<file path="config.mk">
export PLATFORM = sky130hd
export DESIGN_NAME = console_register_block_flat
export DESIGN_NICKNAME = d
export VERILOG_FILES = /design/src/rtl/cnsl_pkg.sv /design/src/rtl/cnsl_ifs.sv /design/src/rtl/cnsl_core.sv /design/src/rtl/console_register_block.sv /design/src/flat_wrapper.sv
export SDC_FILE = /design/constraint.sdc
export NUM_CORES = 1
export LEC_CHECK = 0
export BUFFER_PORTS_ARGS = -buffer_cell sky130_fd_sc_hd__buf_2
export CAP_MARGIN = 10
export CORE_ASPECT_RATIO = 0.8
export CORE_UTILIZATION = 27
export DETAILED_ROUTE_END_ITERATION = 16
export HOLD_SLACK_MARGIN = 0.02
export PLACE_DENSITY_LB_ADDON = 0.1
export SLEW_MARGIN = 20
export SYNTH_ARGS = -nofsm -noshare
export SYNTH_HDL_FRONTEND = slang
export SYNTH_SLANG_ARGS = --single-unit
</file>
<file path="constraint.sdc">
create_clock -name clk -period 13.5 [get_ports clk]
set_input_delay 3.375 -clock clk [delete_from_list [all_inputs] [get_ports clk]]
set_output_delay 3.375 -clock clk [all_outputs]
set_load 0.1 [all_outputs]
</file>
<file path="src/rtl/cnsl_pkg.sv">
// Shared types, codes and BCD helpers for the console register block.
`timescale 1ns / 1ps

package cnsl_pkg;

  typedef enum logic [1:0] {
    KIND_READ  = 2'd0,
    KIND_WRITE = 2'd1,
    KIND_TICK  = 2'd2
  } cnsl_kind_t;

  typedef enum logic [2:0] {
    REG_INTR      = 3'd0,
    REG_TIME_UP   = 3'd1,
    REG_TIME_LOW  = 3'd2,
    REG_DATE_LOW  = 3'd3,
    REG_DATE_UP   = 3'd4,
    REG_TTY_DATA  = 3'd5,
    REG_TTY_CTRL  = 3'd6,
    REG_SWITCHES  = 3'd7
  } cnsl_reg_t;

  // Interrupt flag bit positions.
  localparam int unsigned FLAG_FCI = 0;
  localparam int unsigned FLAG_TCI = 1;
  localparam int unsigned FLAG_SCI = 3;

  // Teletype control bit that selects input mode.
  localparam int unsigned CTRL_INPUT_MODE = 5;

  localparam logic [7:0] HOOT_ON    = 8'd255;
  localparam logic [8:0] YEAR_BASE  = 9'd50;
  localparam logic [8:0] YEAR_SPAN  = 9'd100;

  typedef struct packed {
    logic [1:0]  kind;
    cnsl_reg_t   reg_index;
    logic [15:0] write_value;
    logic [4:0]  clock_hour;
    logic [5:0]  clock_minute;
    logic [5:0]  clock_second;
    logic [3:0]  clock_month;
    logic [4:0]  clock_day;
    logic [7:0]  clock_year;
  } cnsl_item_t;

  typedef struct packed {
    logic [15:0] read_data;
    logic        tty_valid;
    logic [7:0]  tty_char;
    logic        irq_pulse;
    logic [7:0]  hoot_level;
  } cnsl_result_t;

  // Two BCD digits of a value below 100; the quotient by ten comes from a
  // multiply by 205/2048, which is exact for every 7-bit input.
  function automatic logic [7:0] to_bcd(input logic [6:0] n);
    logic [14:0] prod;
    logic [3:0]  q;
    logic [6:0]  tens;
    logic [6:0]  rem;
    prod = 15'(n) * 15'd205;
    q    = prod[14:11];
    tens = {q, 3'b000} + {2'b00, q, 1'b0};
    rem  = n - tens;
    return {q, rem[3:0]};
  endfunction

  // (year - 50) mod 100 as a true modulo, written as (year + 50) mod 100.
  function automatic logic [6:0] year_mod(input logic [7:0] y);
    logic [8:0] s;
    s = {1'b0, y} + YEAR_BASE;
    if (s >= 9'(2 * YEAR_SPAN)) s = s - 9'(2 * YEAR_SPAN);
    if (s >= YEAR_SPAN) s = s - YEAR_SPAN;
    return s[6:0];
  endfunction

endpackage

</file>
<file path="src/rtl/cnsl_ifs.sv">
// Valid/ready channel interfaces for the console input and result beats.
`timescale 1ns / 1ps

interface cnsl_in_if;
  logic        valid;
  logic        ready;
  logic [1:0]  kind;
  logic [2:0]  reg_index;
  logic [15:0] write_value;
  logic [4:0]  clock_hour;
  logic [5:0]  clock_minute;
  logic [5:0]  clock_second;
  logic [3:0]  clock_month;
  logic [4:0]  clock_day;
  logic [7:0]  clock_year;

  modport source (
    output valid, kind, reg_index, write_value, clock_hour, clock_minute,
           clock_second, clock_month, clock_day, clock_year,
    input  ready
  );
  modport sink (
    input  valid, kind, reg_index, write_value, clock_hour, clock_minute,
           clock_second, clock_month, clock_day, clock_year,
    output ready
  );
endinterface

interface cnsl_out_if;
  logic        valid;
  logic        ready;
  logic [15:0] read_data;
  logic        tty_valid;
  logic [7:0]  tty_char;
  logic        irq_pulse;
  logic [7:0]  hoot_level;

  modport source (
    output valid, read_data, tty_valid, tty_char, irq_pulse, hoot_level,
    input  ready
  );
  modport sink (
    input  valid, read_data, tty_valid, tty_char, irq_pulse, hoot_level,
    output ready
  );
endinterface

</file>
<file path="src/rtl/cnsl_core.sv">
// Console register file and the single-pass decode of one beat.
`timescale 1ns / 1ps

module cnsl_core (
  input  logic                  clk,
  input  logic                  rst_n,
  input  logic                  fire_i,
  input  cnsl_pkg::cnsl_item_t  item_i,
  output cnsl_pkg::cnsl_result_t result_o
);

  logic [3:0]  flags_r,    flags_nxt;
  logic [7:0]  tty_data_r, tty_data_nxt;
  logic [7:0]  tty_ctrl_r, tty_ctrl_nxt;
  logic        pending_r,  pending_nxt;
  logic [15:0] switch_r,   switch_nxt;
  logic [15:0] time_low_r, time_low_nxt;
  logic [7:0]  hoot_r,     hoot_nxt;

  logic [7:0] bcd_hour, bcd_minute, bcd_second, bcd_month, bcd_day, bcd_year;

  assign bcd_hour   = cnsl_pkg::to_bcd({2'b00, item_i.clock_hour});
  assign bcd_minute = cnsl_pkg::to_bcd({1'b0, item_i.clock_minute});
  assign bcd_second = cnsl_pkg::to_bcd({1'b0, item_i.clock_second});
  assign bcd_month  = cnsl_pkg::to_bcd({3'b000, item_i.clock_month});
  assign bcd_day    = cnsl_pkg::to_bcd({2'b00, item_i.clock_day});
  assign bcd_year   = cnsl_pkg::to_bcd(cnsl_pkg::year_mod(item_i.clock_year));

  always_comb begin
    flags_nxt    = flags_r;
    tty_data_nxt = tty_data_r;
    tty_ctrl_nxt = tty_ctrl_r;
    pending_nxt  = pending_r;
    switch_nxt   = switch_r;
    time_low_nxt = time_low_r;
    hoot_nxt     = hoot_r;
    result_o     = '0;

    case (item_i.kind)
      cnsl_pkg::KIND_READ: begin
        unique case (item_i.reg_index)
          cnsl_pkg::REG_INTR:     result_o.read_data = {12'd0, flags_r};
          cnsl_pkg::REG_TIME_UP: begin
            result_o.read_data = {bcd_hour, bcd_minute};
            time_low_nxt       = {bcd_second, 8'd0};
          end
          cnsl_pkg::REG_TIME_LOW: result_o.read_data = time_low_r;
          cnsl_pkg::REG_DATE_LOW: result_o.read_data = {bcd_month, bcd_day};
          cnsl_pkg::REG_DATE_UP: begin
            // The year register and the hooter level share one location.
            result_o.read_data = {8'd0, bcd_year};
            hoot_nxt           = bcd_year;
          end
          cnsl_pkg::REG_TTY_DATA: result_o.read_data = {8'd0, tty_data_r};
          cnsl_pkg::REG_TTY_CTRL: result_o.read_data = {8'd0, tty_ctrl_r};
          cnsl_pkg::REG_SWITCHES: result_o.read_data = switch_r;
          default:                result_o.read_data = '0;
        endcase
      end
      cnsl_pkg::KIND_WRITE: begin
        unique case (item_i.reg_index)
          cnsl_pkg::REG_INTR: begin
            if (item_i.write_value[cnsl_pkg::FLAG_TCI]) begin
              flags_nxt[cnsl_pkg::FLAG_TCI] = 1'b0;
            end else if (item_i.write_value[cnsl_pkg::FLAG_FCI]) begin
              flags_nxt[cnsl_pkg::FLAG_FCI] = 1'b0;
              flags_nxt[cnsl_pkg::FLAG_SCI] = 1'b0;
            end
          end
          cnsl_pkg::REG_DATE_UP: begin
            hoot_nxt = item_i.write_value[0] ? cnsl_pkg::HOOT_ON : 8'd0;
          end
          cnsl_pkg::REG_TTY_DATA: begin
            tty_data_nxt = item_i.write_value[7:0];
            pending_nxt  = 1'b1;
          end
          cnsl_pkg::REG_TTY_CTRL: tty_ctrl_nxt = item_i.write_value[7:0];
          cnsl_pkg::REG_SWITCHES: switch_nxt   = item_i.write_value;
          default: begin
          end
        endcase
      end
      cnsl_pkg::KIND_TICK: begin
        if (pending_r) begin
          if (!tty_ctrl_r[cnsl_pkg::CTRL_INPUT_MODE]) begin
            result_o.tty_valid            = 1'b1;
            result_o.tty_char             = tty_data_r;
            result_o.irq_pulse            = 1'b1;
            flags_nxt[cnsl_pkg::FLAG_TCI] = 1'b1;
          end
          pending_nxt = 1'b0;
        end
      end
      default: begin
      end
    endcase

    result_o.hoot_level = hoot_nxt;
  end

  always_ff @(posedge clk) begin
    if (!rst_n) begin
      flags_r    <= '0;
      tty_data_r <= '0;
      tty_ctrl_r <= '0;
      pending_r  <= 1'b0;
      switch_r   <= '0;
      time_low_r <= '0;
      hoot_r     <= '0;
    end else if (fire_i) begin
      flags_r    <= flags_nxt;
      tty_data_r <= tty_data_nxt;
      tty_ctrl_r <= tty_ctrl_nxt;
      pending_r  <= pending_nxt;
      switch_r   <= switch_nxt;
      time_low_r <= time_low_nxt;
      hoot_r     <= hoot_nxt;
    end
  end

`ifndef ASSERT_OFF
  a_send_sets_tci: assert property (@(posedge clk) disable iff (!rst_n)
    fire_i && result_o.irq_pulse |=> flags_r[cnsl_pkg::FLAG_TCI])
    else $error("transmit interrupt not set after a sent character");

  a_tick_clears_pending: assert property (@(posedge clk) disable iff (!rst_n)
    fire_i && item_i.kind == cnsl_pkg::KIND_TICK |=> !pending_r)
    else $error("teletype pending survived a tick");

  a_send_needs_pending: assert property (@(posedge clk) disable iff (!rst_n)
    result_o.tty_valid |-> pending_r && !tty_ctrl_r[cnsl_pkg::CTRL_INPUT_MODE])
    else $error("character sent without a pending output character");
`endif

endmodule

</file>
<file path="src/rtl/console_register_block.sv">
// Top level of the console register block: input stage, core and result register.
//
//   channel  | dir | handshake          | payload
//   in_ch    | in  | valid / ready      | kind, reg_index, write_value, clock_*
//   out_ch   | out | valid / ready      | read_data, tty_valid, tty_char,
//            |     |                    | irq_pulse, hoot_level
//
// One beat is accepted per cycle unless out_ch stalls; each beat yields one result
// beat, from the input register through the core decode into the result register.
// Reset (rst_n low, synchronous) clears all console state and both valid flags.
// A stalled result holds the result register and, once the input stage is also
// full, drops in_ch.ready; console registers update only when a beat leaves the input stage.
`timescale 1ns / 1ps

module console_register_block (
  input  logic        clk,
  input  logic        rst_n,
  cnsl_in_if.sink     in_ch,
  cnsl_out_if.source  out_ch
);

  logic                   s1_valid_r;
  cnsl_pkg::cnsl_item_t   s1_item_r;
  logic                   out_valid_r;
  cnsl_pkg::cnsl_result_t out_res_r;
  cnsl_pkg::cnsl_result_t core_res;
  cnsl_pkg::cnsl_item_t   in_item;

  logic out_free;
  logic s1_fire;
  logic in_fire;

  assign out_free    = !out_valid_r || out_ch.ready;
  assign s1_fire     = s1_valid_r && out_free;
  assign in_ch.ready = !s1_valid_r || out_free;
  assign in_fire     = in_ch.valid && in_ch.ready;

  assign in_item.kind         = in_ch.kind;
  assign in_item.reg_index    = cnsl_pkg::cnsl_reg_t'(in_ch.reg_index);
  assign in_item.write_value  = in_ch.write_value;
  assign in_item.clock_hour   = in_ch.clock_hour;
  assign in_item.clock_minute = in_ch.clock_minute;
  assign in_item.clock_second = in_ch.clock_second;
  assign in_item.clock_month  = in_ch.clock_month;
  assign in_item.clock_day    = in_ch.clock_day;
  assign in_item.clock_year   = in_ch.clock_year;

  cnsl_core u_core (
    .clk      (clk),
    .rst_n    (rst_n),
    .fire_i   (s1_fire),
    .item_i   (s1_item_r),
    .result_o (core_res)
  );

  always_ff @(posedge clk) begin
    if (!rst_n) begin
      s1_valid_r  <= 1'b0;
      out_valid_r <= 1'b0;
    end else begin
      if (in_ch.ready) s1_valid_r <= in_ch.valid;
      if (out_free) out_valid_r <= s1_valid_r;
    end
  end

  always_ff @(posedge clk) begin
    if (in_fire) s1_item_r <= in_item;
    if (s1_fire) out_res_r <= core_res;
  end

  assign out_ch.valid      = out_valid_r;
  assign out_ch.read_data  = out_res_r.read_data;
  assign out_ch.tty_valid  = out_res_r.tty_valid;
  assign out_ch.tty_char   = out_res_r.tty_char;
  assign out_ch.irq_pulse  = out_res_r.irq_pulse;
  assign out_ch.hoot_level = out_res_r.hoot_level;

`ifndef ASSERT_OFF
  a_tty_beat_shape: assert property (@(posedge clk) disable iff (!rst_n)
    out_ch.valid && out_ch.tty_valid |-> out_ch.irq_pulse && out_ch.read_data == 16'd0)
    else $error("teletype beat carries read data or lacks its interrupt");

  a_idle_char_zero: assert property (@(posedge clk) disable iff (!rst_n)
    out_ch.valid && !out_ch.tty_valid |-> out_ch.tty_char == 8'd0)
    else $error("character present on a beat without a teletype send");

  a_stage_holds: assert property (@(posedge clk) disable iff (!rst_n)
    s1_valid_r && !out_free |=> s1_valid_r && $stable(s1_item_r))
    else $error("input stage lost or changed a beat while stalled");

  a_full_blocks_input: assert property (@(posedge clk) disable iff (!rst_n)
    s1_valid_r && out_valid_r && !out_ch.ready |-> !in_ch.ready)
    else $error("input accepted while both stages are full and stalled");
`endif

endmodule
</file>
<file path="src/flat_wrapper.sv">
// flat-port wrapper written by rule: the top's interface ports become plain ports
module console_register_block_flat 
  (clk, rst_n, in_ch_valid, in_ch_kind, in_ch_reg_index, in_ch_write_value, in_ch_clock_hour, in_ch_clock_minute, in_ch_clock_second, in_ch_clock_month, in_ch_clock_day, in_ch_clock_year, in_ch_ready, out_ch_valid, out_ch_read_data, out_ch_tty_valid, out_ch_tty_char, out_ch_irq_pulse, out_ch_hoot_level, out_ch_ready);
  cnsl_in_if in_ch_i ();
  cnsl_out_if out_ch_i ();
  input  logic clk;
  input  logic rst_n;
  input wire logic [$bits(in_ch_i.valid)-1:0] in_ch_valid;
  input wire logic [$bits(in_ch_i.kind)-1:0] in_ch_kind;
  input wire logic [$bits(in_ch_i.reg_index)-1:0] in_ch_reg_index;
  input wire logic [$bits(in_ch_i.write_value)-1:0] in_ch_write_value;
  input wire logic [$bits(in_ch_i.clock_hour)-1:0] in_ch_clock_hour;
  input wire logic [$bits(in_ch_i.clock_minute)-1:0] in_ch_clock_minute;
  input wire logic [$bits(in_ch_i.clock_second)-1:0] in_ch_clock_second;
  input wire logic [$bits(in_ch_i.clock_month)-1:0] in_ch_clock_month;
  input wire logic [$bits(in_ch_i.clock_day)-1:0] in_ch_clock_day;
  input wire logic [$bits(in_ch_i.clock_year)-1:0] in_ch_clock_year;
  output wire logic [$bits(in_ch_i.ready)-1:0] in_ch_ready;
  output wire logic [$bits(out_ch_i.valid)-1:0] out_ch_valid;
  output wire logic [$bits(out_ch_i.read_data)-1:0] out_ch_read_data;
  output wire logic [$bits(out_ch_i.tty_valid)-1:0] out_ch_tty_valid;
  output wire logic [$bits(out_ch_i.tty_char)-1:0] out_ch_tty_char;
  output wire logic [$bits(out_ch_i.irq_pulse)-1:0] out_ch_irq_pulse;
  output wire logic [$bits(out_ch_i.hoot_level)-1:0] out_ch_hoot_level;
  input wire logic [$bits(out_ch_i.ready)-1:0] out_ch_ready;
  assign in_ch_i.valid = in_ch_valid;
  assign in_ch_i.kind = in_ch_kind;
  assign in_ch_i.reg_index = in_ch_reg_index;
  assign in_ch_i.write_value = in_ch_write_value;
  assign in_ch_i.clock_hour = in_ch_clock_hour;
  assign in_ch_i.clock_minute = in_ch_clock_minute;
  assign in_ch_i.clock_second = in_ch_clock_second;
  assign in_ch_i.clock_month = in_ch_clock_month;
  assign in_ch_i.clock_day = in_ch_clock_day;
  assign in_ch_i.clock_year = in_ch_clock_year;
  assign in_ch_ready = in_ch_i.ready;
  assign out_ch_valid = out_ch_i.valid;
  assign out_ch_read_data = out_ch_i.read_data;
  assign out_ch_tty_valid = out_ch_i.tty_valid;
  assign out_ch_tty_char = out_ch_i.tty_char;
  assign out_ch_irq_pulse = out_ch_i.irq_pulse;
  assign out_ch_hoot_level = out_ch_i.hoot_level;
  assign out_ch_i.ready = out_ch_ready;
  console_register_block u_core (.clk(clk), .rst_n(rst_n), .in_ch(in_ch_i), .out_ch(out_ch_i));
endmodule
</file>
Word level (Yosys, flattened, before mapping)

Index checks and enable logic that the tools add are counted.

Input port bits: 59
Output and inout bits: 36
Logic and storage cells: 94
Bits in registers: 140

Bitwise logic cells: 2
Add/subtract/negate cells: 15
Multipliers: 6
Eq/ne operators: 14
$lt $le $gt $ge: 2
Multiplexer cells: 15
Reductions and logical operators: 17

Operators by type and width:

| operator               | count |
|---|---|
| $pmux W16 S8           | 1 |
| $mul A6 B8 Y14 const B | 2 |
| $mul A5 B8 Y13 const B | 2 |
| $mux W8                | 3 |
| $sub A4 B4 Y4          | 6 |
| $pmux W8 S2            | 1 |
| $mul A7 B8 Y15 const B | 1 |
| $reduce_and A3 Y1      | 5 |
| $add A4 B4 Y4          | 3 |
| $eq A3 B3 Y1 const B   | 4 |
| $mul A4 B8 Y12 const B | 1 |
| $mux W10               | 1 |
| $add A8 B6 Y9 const B  | 1 |
| $ge A9 B7 Y1 const B   | 1 |
| $ge A9 B8 Y1 const B   | 1 |
| $mux W9                | 1 |
| $sub A9 B8 Y9 const B  | 1 |
| $add A4 B3 Y4          | 2 |
| $mux W7                | 1 |
| $sub A7 B7 Y7 const B  | 1 |
| $eq A3 B2 Y1 const B   | 2 |
| $ne A2 B1 Y1 const B   | 3 |
| $reduce_and A6 Y1      | 1 |
| $add A4 B2 Y4          | 1 |
| 16 further kinds       | 25 |

Logic depth before layout (Yosys ltp)

Gate-level depths: netlist (run 1).

Word-level depth: 10
Mapped depth: 37
Gate-level depth less buffers: 36

By module

Synthesis (run 1) repeated with hierarchy kept, for this count alone.

Cells, all modules: 966
Area, all modules: 9940.8 sq um

Modules (own cells, without submodules):

| module                 | instances | seq. area each (sq um) | cells an instance | area each (sq um) |
|---|---|---|---|---|
| cnsl_core              | 1         | 980.9                  | 868               | 7164.4 |
| console_register_block | 1         | 2712.6                 | 98                | 2776.4 |

Least setup slack after synthesis (run 1)

OpenSTA, ideal clock, no wires.

Path type: reg2reg
Start: register u_core.s1_item_r[1] in the netlist's numbering
End: register u_core.out_res_r, in the netlist u_core.out_ch.hoot_level[3] (data pin)
Clock period less this slack: 7.521 ns
Library setup time: 0.165 ns
Path slack: 5.979 ns
Arrival time: 7.356 ns
Path buffers: 1
Data required time: 13.335 ns
Stages on the path, launching flop included: 37
Cells stage by stage: edfxtp_1 > ha_1 > xor2_2 > inv_1 > ha_1 > inv_1 > a311oi_2 > o32ai_2 > o31ai_2 > a2111o_1 > and2_4 > buf_6 > nor2_1 > xor2_1 > mux2i_2 > and2_1 > or2_1 > fa_1 > inv_1 > ha_1 > inv_1 > fa_1 > inv_1 > ha_1 > a21o_1 > a21o_1 > a21o_1 > nor3_1 > nand3_1 > and3_1 > nor2_1 > xnor2_1 > ha_1 > a211oi_1 > xnor3_1 > and2_4 > o31ai_2

RTL lines:

| element                | line                         | text |
|---|---|---|
| start, declared        | console_register_block.sv:23 | `cnsl_pkg::cnsl_item_t s1_item_r;` |
| start signal, assigned | console_register_block.sv:67 | `if (in_fire) s1_item_r <= in_item;` |
| end signal, assigned   | console_register_block.sv:68 | `if (s1_fire) out_res_r <= core_res;` |
| end, declared          | console_register_block.sv:25 | `cnsl_pkg::cnsl_result_t out_res_r;` |

==> run metrics, run 1 <==
Stages on worst setup path 35; DPL Wire Length 18400 um; Chip Height 173 um; synth warn 0; mux contribution to synthesized area 3.61%; Worst VDD drop 0.0899 mV; kind of end point of the critical path flip-flop; slowest cell on the critical path edfxtp_1; Buf/Inv on CP 5; final clock skew 0.0102 ns; CP max stage delay 0.55 ns; GRT overflow 0; die area 37100 um2; CTS tree yes; Async SR Flop Fraction 0%; final number of hold-violating endpoints 0; wirelength, routed 23900 um; setup violators final 0; vias in the first global route 7059; H-tree levels 4; Max Fclk 122 MHz; WHS Path Cells 2; Worst EP arrival 8.44 ns; slew margin rel. 45.6%; Worst-path clk slew 0.06 ns; flop2flop setup slack 5.33 ns; initial antenna violation count 0; worst setup path class flip-flop to flip-flop; R2R depth 35; final slew viol count 0; pwr/cell area 154 nW/um2; syn_area_per_cell 10.6 um2; Initial Utilization 27.4%; row cnt 62; number of CTS-inserted buffers 17; Post-synth EDFFs 88; xor/xnor cell area share of the yosys netlist 5.73%; Synth Area in Adders 24.9%; GP Congestion 0.767; Netlist cell types 70; slew of the pin with the lowest slew margin 0.814 ns; post-synth top area share 26.9%; Clock Tree Buf Depth 2; synthesized area 9820 um2; CP max FO 9; crit path from u_core.s1_item_r[1]$_DFFE_PP_; Layout Cells excl Fill 1520; worst path required time 13.77 ns; Startpoint Class flip-flop; initial DRC count 296; post-CTS sizing 0; Final Instance Area 11400 um2; core area 35800 um2; postcts setup bufs 0; most frequent cells after synthesis ha_1, inv_1, edfxtp_1; Placement Cell Area 10900 um2; first-pass GRT wire length 39000 um; post-synthesis sequential area ratio 37.3%; vias per inst 4.46; GRT Util Overall 13.6%; post-synthesis compound-gate area fraction 12.2%; Worst R2R End u_core.out_ch.hoot_level[3]$_DFFE_PP_; HP Class flip-flop to flip-flop; CTS Root Cell clkbuf_16; Synth area leaders edfxtp_1, ha_1, dfxtp_1; share of layout cells above drive strength 1 15.9%; Port Buf Inserts 94; status finished clean; CP delay by family, top adder cells; via count 6782; num ports 95; dpl cells 1488; cell taking the most area after synthesis edfxtp_1; pin count of the biggest net entering global routing 56; setup tns final 0 ns; die width 215 um; crit path capture u_core.out_ch.hoot_level[3]$_DFFE_PP_; max_cap viols 0; min cycle time layout 8.17 ns; ANT cells 0; P&R area growth vs syn 16.5%; FF-to-FF Start u_core.s1_item_r[1]$_DFFE_PP_; Routed WL per cell 15.7 um; Clock Latency Late Sink 0.44 ns; # hold bufs at CTS 0; Lkg Pwr 5.07 nW; Total Nets Final 1267; Sink Count 139; first-pass iteration count of the detailed router 4; largest family of logic cells by synthesized area adder cells; Detail Route Antenna Nets 0; Mapped Nets 1170; detailed-route DRC error count 0; Mapped Cells 930; simple-gate share of the synthesized area 11.5%; RSZ-0062 raised after global routing false; ratio of final minimum period to clock period 60.5%; count leader, synth ha_1; Main synth FF type edfxtp_1; FF+latch count, synth 139
cell families after synthesis:
family,Yosys count
simple gates,231
compound gates,166
buf+inv,121
flops,139
xor+xnor,58
mux,34
fa+ha+maj,181
per-layer routing:
layer	vias up	global-route usage, %	share of wire, %
li1	3469	-	-
met1	3226	18.9	51
met2	77	21.7	45
met3	10	2.96	2.7
met4	0	2.78	0.65
met5	-	0	0
stage by stage:
stage / setup WS, ns / util, % / hold slack, ns / total power, mW
after floorplan: 5.98 / - / 0.440 / 1.11
after global placement: 5.41 / 30.3 / 0.451 / 1.30
after detailed placement: 5.26 / 30.3 / 0.458 / 1.31
after CTS: 5.26 / 31.9 / 0.469 / 1.79
after global routing: 4.77 / 31.9 / 0.486 / 1.92
final: 5.33 / 31.9 / 0.465 / 1.76
layout by cell type (no fill, tap or decap), types with 14 or more instances in the layout:
| master | netlist | final |
|---|---|---|
| and2_1 | 15 | 14 |
| xnor2_1 | 40 | 40 |
| mux2i_1 | 25 | 25 |
| a21o_1 | 21 | 21 |
| a21boi_0 | 20 | 20 |
| ha_1 | 157 | 157 |
| a21oi_1 | 30 | 30 |
| edfxtp_1 | 88 | 88 |
| nand2_1 | 83 | 83 |
| o21ai_0 | 22 | 22 |
| fa_1 | 24 | 24 |
| dfxtp_1 | 51 | 51 |
| nor2_1 | 43 | 42 |
| buf_2 | 1 | 94 |
| nor2b_1 | 34 | 34 |
| clkbuf_16 | 0 | 18 |
| inv_1 | 95 | 95 |
power breakdown:
group          internal [mW]  switching [mW]  total (mW)
clock                  0.276           0.197       0.473
sequential             0.472          0.0165       0.489
combinational          0.344           0.458       0.802
sequential cells by signal, summed over array words and instances (netlist names):
signal,count
u_core.u_core.tty_data_r,8
u_core.u_core.pending_r,1
u_core.s1_valid_r,1
u_core.u_core.switch_r,16
u_core.s1_item_r,55
u_core.u_core.time_low_r,7
u_core.out_ch.tty_char,8
u_core.u_core.hoot_r,8
u_core.u_core.tty_ctrl_r,8
u_core.out_ch.hoot_level,8
u_core.out_ch.read_data,16
u_core.u_core.flags_r,1
u_core.out_ch.irq_pulse,1
u_core.out_ch.valid,1
worst min-delay path by stage:
stage,start,endpoint
global route,u_core.u_core.switch_r[3]$_SDFFE_PN0P_,u_core.u_core.switch_r[3]$_SDFFE_PN0P_
detailed placement,u_core.u_core.switch_r[3]$_SDFFE_PN0P_,u_core.u_core.switch_r[3]$_SDFFE_PN0P_
global placement,u_core.u_core.switch_r[5]$_SDFFE_PN0P_,u_core.u_core.switch_r[5]$_SDFFE_PN0P_
floorplan,u_core.u_core.switch_r[1]$_SDFFE_PN0P_,u_core.u_core.switch_r[1]$_SDFFE_PN0P_
finish,u_core.u_core.switch_r[3]$_SDFFE_PN0P_,u_core.u_core.switch_r[3]$_SDFFE_PN0P_
CTS,u_core.u_core.switch_r[3]$_SDFFE_PN0P_,u_core.u_core.switch_r[3]$_SDFFE_PN0P_
tightest hold or removal path: cells and delay by family, from the launching register on:
family | cells | cell delay [ns]
flops | 1 | 0.31
compound gates | 1 | 0.06
simple gates | 1 | 0.05
area by class of cell:
cell class	count	area [um2]
clock inverters	11	104
multi-input cells	670	5690
flip-flops and latches	139	3660
inverters	96	360
fillers	3746	24400
clock buffers	21	482
repair buffers	103	538
well taps	480	601
(Power assumes the default switching activity.)
==> run 2, diff against run 1 <==
clock period = 6.9 ns   (was 13.5 ns; I/O delays follow)
==> run 2 against run 1 <==
  * The run now ends with negative setup slack left
  * Cell count up 4.3%
  * Cell area up 7.3%
  * Sequential cell count unchanged
  * Sequential share of layout area down 2.2 points
  * Non-clock buffer count up 66
  * Total power up 140%
  * Critical path type unchanged
==> run metrics, run 2 (synthesis gave the netlist of run 1 again) <==
status finished, violations left; violated checks negative setup slack; initial DRC count 363 (+23%); Max Fclk 142 MHz (+16%); Detail Route Antenna Nets 0 (unchanged); ratio of final minimum period to clock period 102% (+41 points); GRT Util Overall 14.0% (+0.35 points); Startpoint Class flip-flop; CTS Root Cell clkbuf_16; worst path required time 7.17 ns (-6.60 ns); final clock skew 0.0110 ns (+0.000812 ns); R2R depth 36 (+2.9%); Sink Count 139 (unchanged); number of CTS-inserted buffers 17 (unchanged); P&R area growth vs syn 25.0%; most flop-heavy register u_core.s1_item_r; max_cap viols 0 (unchanged); Worst EP arrival 7.30 ns (-1.14 ns); initial antenna violation count 0 (unchanged); Hold EP u_core.u_core.hoot_r[1]$_SDFFE_PN0P_; Worst-path clk slew 0.07 ns (about the same); wirelength, routed 25300 um (+5.8%); pwr/cell area 338 nW/um2 (+120%); first-pass GRT wire length 39900 um (+2.4%); P_int 2.60 mW (+140%); RSZ-0062 raised after global routing true; HP Class flip-flop to flip-flop; row cnt 62 (unchanged); share of layout cells above drive strength 1 24.5% (+8.6 points); H-tree levels 4 (unchanged); Worst R2R End u_core.out_ch.hoot_level[3]$_DFFE_PP_; CP delay by family, top adder cells; Port Buf Inserts 94 (unchanged); Lkg Pwr 5.45 nW (+7.5%); die width 215 um (unchanged); Layout Cells excl Fill 1586 (+4.3%); flop2flop setup slack -0.13 ns (-5.46 ns); sequential share of power 23.0% (-4.7 points); worst setup path class flip-flop to flip-flop; DPL Wire Length 19200 um (+4.2%); via count 6988 (+3.0%); dpl cells 1539 (+3.4%); detailed-route DRC error count 0 (unchanged); WHS Path Cells 2 (unchanged); Chip Height 173 um (unchanged); FF-to-FF Start u_core.s1_item_r[2]$_DFFE_PP_; Clk pwr share 23.8% (-3.0 points); pin count of the biggest net entering global routing 56 (unchanged); Worst VDD drop 0.253 mV (+180%); max reg flops 55 (unchanged); Logic pwr share 53.2% (+7.7 points); CP max stage delay 0.49 ns (-0.06 ns); most frequent cells in the layout ha_1, buf_2, inv_1; Clock Tree Buf Depth 2 (unchanged); final critical-path setup slack -0.129 ns (-5.46 ns); vias in the first global route 7026 (-0.47%); core area 35800 um2 (unchanged); Sw Share 37.4% (-0.74 points); final slew viol count 0 (unchanged); GRT overflow 0 (unchanged); Buf/Inv on CP 7 (+2); Initial Utilization 27.4% (unchanged); min cycle time layout 7.03 ns (-1.14 ns); kind of end point of the critical path flip-flop; Total Nets Final 1333 (+5.2%); # hold bufs at CTS 0 (unchanged); Routed WL per cell 16.0 um (+1.4%); final number of hold-violating endpoints 0 (unchanged); most common cell after layout, fill and taps aside ha_1; slowest cell on the critical path fa_1; vias per inst 4.41 (-1.3%); slew margin rel. 30.7% (-15 points); GP Congestion 0.795 (+3.7%); setup violators final 8 (+8); slew of the pin with the lowest slew margin 1.04 ns (+0.225 ns); first-pass iteration count of the detailed router 4 (unchanged); CP max FO 3 (-6); CTS tree yes; filler instances 3707 (-1.0%); num ports 95 (unchanged); net switching power of the design 1.55 mW (+130%); ANT cells 0 (unchanged); Hold Path Origin u_core.u_core.hoot_r[1]$_SDFFE_PN0P_; Clock Latency Late Sink 0.44 ns (about the same); die area 37100 um2 (unchanged); pre-CTS WS -0.342 ns (-5.61 ns)
-- run 2: changes by cell type in the layout (fill, tap and decap cells not counted), moves of 3 or more --
cell     delta
buf_4      +63
ha_1        -6
inv_1       -6
inv_2       +6
ha_4        +5
nor2_1      -5
inv_8       +4
nor2_4      +4
xnor2_1     -4
buf_6       +3
nor3_1      -3
nor3_2      +3
o21ai_0     -3
o21ai_1     +3
-- run 2: final cells by class --
type                            instances  area (um2)  area share, %
Clock buffer                           17         425           3.47
Clock inverter                         15         199           1.62
Inverter                               96         363           2.96
Multi-Input combinational cell        670        5980           48.7
Sequential cell                       139        3660           29.9
Tap cell                              480         601           4.89
Timing Repair Buffer                  169        1040           8.51
-- run 2: stage by stage --
stage	hold WS, ns	total power, mW	TNS (ns)	util (%)	cell area [um2]
6_report	0.461	4.15	-0.511	34.2	12300
5_1_grt	0.496	4.47	-4.56	34.2	12300
4_1_cts	0.469	4.04	-0.551	33.8	12100
3_5_place_dp	0.458	2.80	-2.13	31.5	11300
3_3_place_gp	0.453	2.80	-0.743	31.5	11300
2_1_floorplan	0.435	2.21	-0.757	-	9880
-- run 2: worst max path at each step --
stage / start / end / slack, ns / depth (start not counted)
floorplan: u_core.s1_item_r[1]$_DFFE_PP_ / u_core.out_ch.hoot_level[3]$_DFFE_PP_ / -0.28 / 36
global placement: u_core.s1_item_r[1]$_DFFE_PP_ / u_core.out_ch.hoot_level[3]$_DFFE_PP_ / -0.18 / 33
detailed placement: u_core.s1_item_r[1]$_DFFE_PP_ / u_core.out_ch.hoot_level[3]$_DFFE_PP_ / -0.34 / 33
CTS: u_core.s1_item_r[2]$_DFFE_PP_ / u_core.out_ch.hoot_level[3]$_DFFE_PP_ / -0.20 / 36
global route: u_core.s1_item_r[2]$_DFFE_PP_ / u_core.out_ch.hoot_level[3]$_DFFE_PP_ / -0.45 / 36
finish: u_core.s1_item_r[2]$_DFFE_PP_ / u_core.out_ch.hoot_level[3]$_DFFE_PP_ / -0.13 / 36
-- run 2: worst register-to-register path, delay by kind of cell, from the launching register on --
family	cells	cell delay (ns)
fa+ha+maj	6	1.72
simple gates	10	1.48
compound gates	7	1.45
xor+xnor	5	1.03
buf+inv	7	0.59
flops	1	0.45
mux	1	0.12
-- run 2: what timing repair did --
item                                    4_1_cts  5_1_grt
pin swaps                                    22       19
endpoints found under the setup margin       10       19
hold endpoints to repair                      0        0
setup buffers                                10        5
gates resized for setup                      22       25
-- run 2: per-layer routing --
metal	part of all wire, %	GRT usage (%)
met5	0	0
met4	0.85	3.13
met3	3.0	3.10
met2	43	20.6
met1	54	20.6
-- run 2: power groups by stage --
stage / combinational [mW] / sequential (mW) / clock [mW]
after CTS: 2.07 / 0.956 / 1.02
after global placement: 1.83 / 0.974 / 0
after detailed placement: 1.83 / 0.974 / 0
final: 2.21 / 0.955 / 0.986
after global routing: 2.46 / 0.960 / 1.05
after floorplan: 1.17 / 1.04 / 0
==> run 3, diff against run 2 <==
CORE_UTILIZATION = 55   (was 27)
==> run 3 against run 2 <==
  * The flow still finishes with violations (negative setup slack)
  * Sequential cell count is the same
  * Sequential power is essentially flat
  * Register-to-register slack gained 0.07 ns
  * Cell count shrank 16%
  * Cell area shrank 3.6%
  * Worst setup slack gained 0.069 ns
  * Clock power shrank 12%
  * Die area shrank 50%
  * Via count grew 1.9%
  * Sequential share of layout area grew 1.1 points
  * Critical path type unchanged
  * Critical endpoint unchanged
==> run metrics, run 3 (synthesis gave the netlist of run 1 again) <==
Startpoint Class flip-flop; pin count of the biggest net entering global routing 54 (-3.6%); Hold Path Origin u_core.u_core.hoot_r[2]$_SDFFE_PN0P_; status finished, violations left; CP max stage delay 0.48 ns (about the same); ratio of final minimum period to clock period 101% (-1.0 points); final slew viol count 0 (unchanged); slowest cell on the critical path fa_1; most common cell after layout, fill and taps aside ha_1; most frequent cells in the layout ha_1, buf_2, inv_1; Initial Utilization 56.5% (+29 points); RSZ-0062 raised after global routing true; net switching power of the design 1.45 mW (-6.6%); CTS tree yes; via count 7124 (+1.9%); Worst VDD drop 0.284 mV (+12%); vias per inst 5.36 (+22%); final number of hold-violating endpoints 0 (unchanged); Clk pwr share 21.9% (-1.9 points); Routed WL per cell 16.1 um (+0.91%); max_cap viols 0 (unchanged); die area 18400 um2 (-50%); P&R area growth vs syn 20.5%; filler instances 1376 (-63%); Lkg Pwr 5.40 nW (-0.93%); pre-CTS WS -0.165 ns (+0.177 ns); H-tree levels 4 (unchanged); Clock Tree Buf Depth 2 (unchanged); Detail Route Antenna Nets 0 (unchanged); FF-to-FF Start u_core.s1_item_r[1]$_DFFE_PP_; die width 151 um (-30%); # hold bufs at CTS 0 (unchanged); core area 17400 um2 (-52%); worst hold slack 0.456 ns (-0.00542 ns); CTS Root Cell clkbuf_16; setup violators final 3 (-5); Chip Height 122 um (-30%); initial antenna violation count 0 (unchanged); Port Buf Inserts 94 (unchanged); Logic pwr share 53.8% (+0.6 points); detailed-route DRC error count 0 (unchanged); share of layout cells above drive strength 1 23.5% (-1.0 points); crit path from u_core.s1_item_r[1]$_DFFE_PP_; num ports 95 (unchanged); row cnt 43 (-31%); slew margin rel. 32.1% (+1.4 points); min cycle time layout 6.96 ns (-0.0694 ns); number of CTS-inserted buffers 17 (unchanged); pwr/cell area 333 nW/um2 (-1.6%); CP max FO 5 (+2); Worst EP arrival 7.21 ns (-0.09 ns); ANT cells 0 (unchanged); first-pass GRT wire length 34700 um (-13%); Sink Count 139 (unchanged); Worst-path clk slew 0.06 ns (about the same); Clock Latency Late Sink 0.42 ns (-0.02 ns); kind of end point of the critical path flip-flop; slew of the pin with the lowest slew margin 1.01 ns (-0.0240 ns); most flop-heavy register u_core.s1_item_r; Max Fclk 144 MHz (+1.0%); GRT overflow 0 (unchanged); final clock skew 0.0137 ns (+0.00270 ns); wirelength, routed 21400 um (-16%); first-pass iteration count of the detailed router 5 (+1); Sw Share 36.8% (-0.58 points); Total Nets Final 1330 (-0.23%); sequential share of power 24.3% (+1.3 points); DPL Wire Length 15800 um (-18%); setup tns final -0.0759 ns (+0.435 ns); GRT Util Overall 24.6% (+11 points); HP Class flip-flop to flip-flop; P_int 2.49 mW (-4.3%); final critical-path setup slack -0.0595 ns (+0.0694 ns); violated checks negative setup slack; GP Congestion 0.899 (+13%); max reg flops 55 (unchanged); vias in the first global route 6939 (-1.2%); flop2flop setup slack -0.06 ns (+0.07 ns); initial DRC count 279 (-23%); worst path required time 7.15 ns (-0.02 ns); worst setup path class flip-flop to flip-flop
## run 3: cell count changes in the layout (fill, tap and decap cells not counted), sizes merged
| cell | before | now |
|---|---|---|
| clkinv | 5 | 7 |
| inv | 104 | 99 |
| clkinvlp | 0 | 1 |
| clkbuf | 17 | 20 |
| buf | 169 | 166 |
| bufinv | 2 | 1 |
## run 3: critical path, delay by kind of cell (launching register included)
kind	cells	cell delay, ns
adder cells (fa/ha/maj)	6	1.80
AO/OA/AOI/OAI	7	1.31
flip-flops	1	0.46
multiplexers	1	0.12
AND/OR/NAND/NOR	11	1.86
XOR/XNOR	4	0.74
buffers and inverters	5	0.48
## run 3: layer usage
layer	vias up	share of wire, %	global-route usage (%)
li1	3586	-	-
met1	3377	50	35.7
met2	149	44	37.8
met3	12	5.0	4.74
met4	0	0.57	5.31
met5	-	0	0
## run 3: final cells by class
cell class                      instances  area [um2]  share of cell area (%)
Clock buffer                           20         437                    3.69
Clock inverter                         12         115                   0.973
Tap cell                              225         282                    2.38
Timing Repair Buffer                  166        1020                    8.64
Multi-Input combinational cell        670        5950                    50.3
Sequential cell                       139        3660                    31.0
Inverter                               96         363                    3.07
## run 3: final timing paths
kind                                           end  cells past startpoint
max reg2reg  u_core.out_ch.hoot_level[3]$_DFFE_PP_                     34
min           u_core.u_core.hoot_r[2]$_SDFFE_PN0P_                      2
max          u_core.out_ch.hoot_level[3]$_DFFE_PP_                     34
min reg2reg   u_core.u_core.hoot_r[2]$_SDFFE_PN0P_                      2
## run 3: per-stage QoR
stage	instances	power (mW)	util [%]	cell area (um2)
finish	1328	3.94	68.1	11800
global route	1328	4.21	68.1	11800
CTS	1323	3.66	67.1	11700
detailed placement	1274	2.70	62.7	10900
global placement	1274	2.68	62.7	10900
floorplan	930	2.21	-	9880
## run 3: timing repair
item                                    in CTS  in global routing
endpoints found under the setup margin       7                 15
setup buffers                               17                  5
hold endpoints to repair                     0                  0
pin swaps                                   19                 11
resized for setup                           16                 27
## run 3: power groups by stage
stage                     clock network [mW]  registers (mW)  logic [mW]
after CTS                              0.876           0.955        1.83
final                                  0.864           0.956        2.12
after global placement                     0           0.972        1.71
after global routing                   0.913           0.959        2.33
after detailed placement                   0           0.972        1.73
after floorplan                            0            1.04        1.17
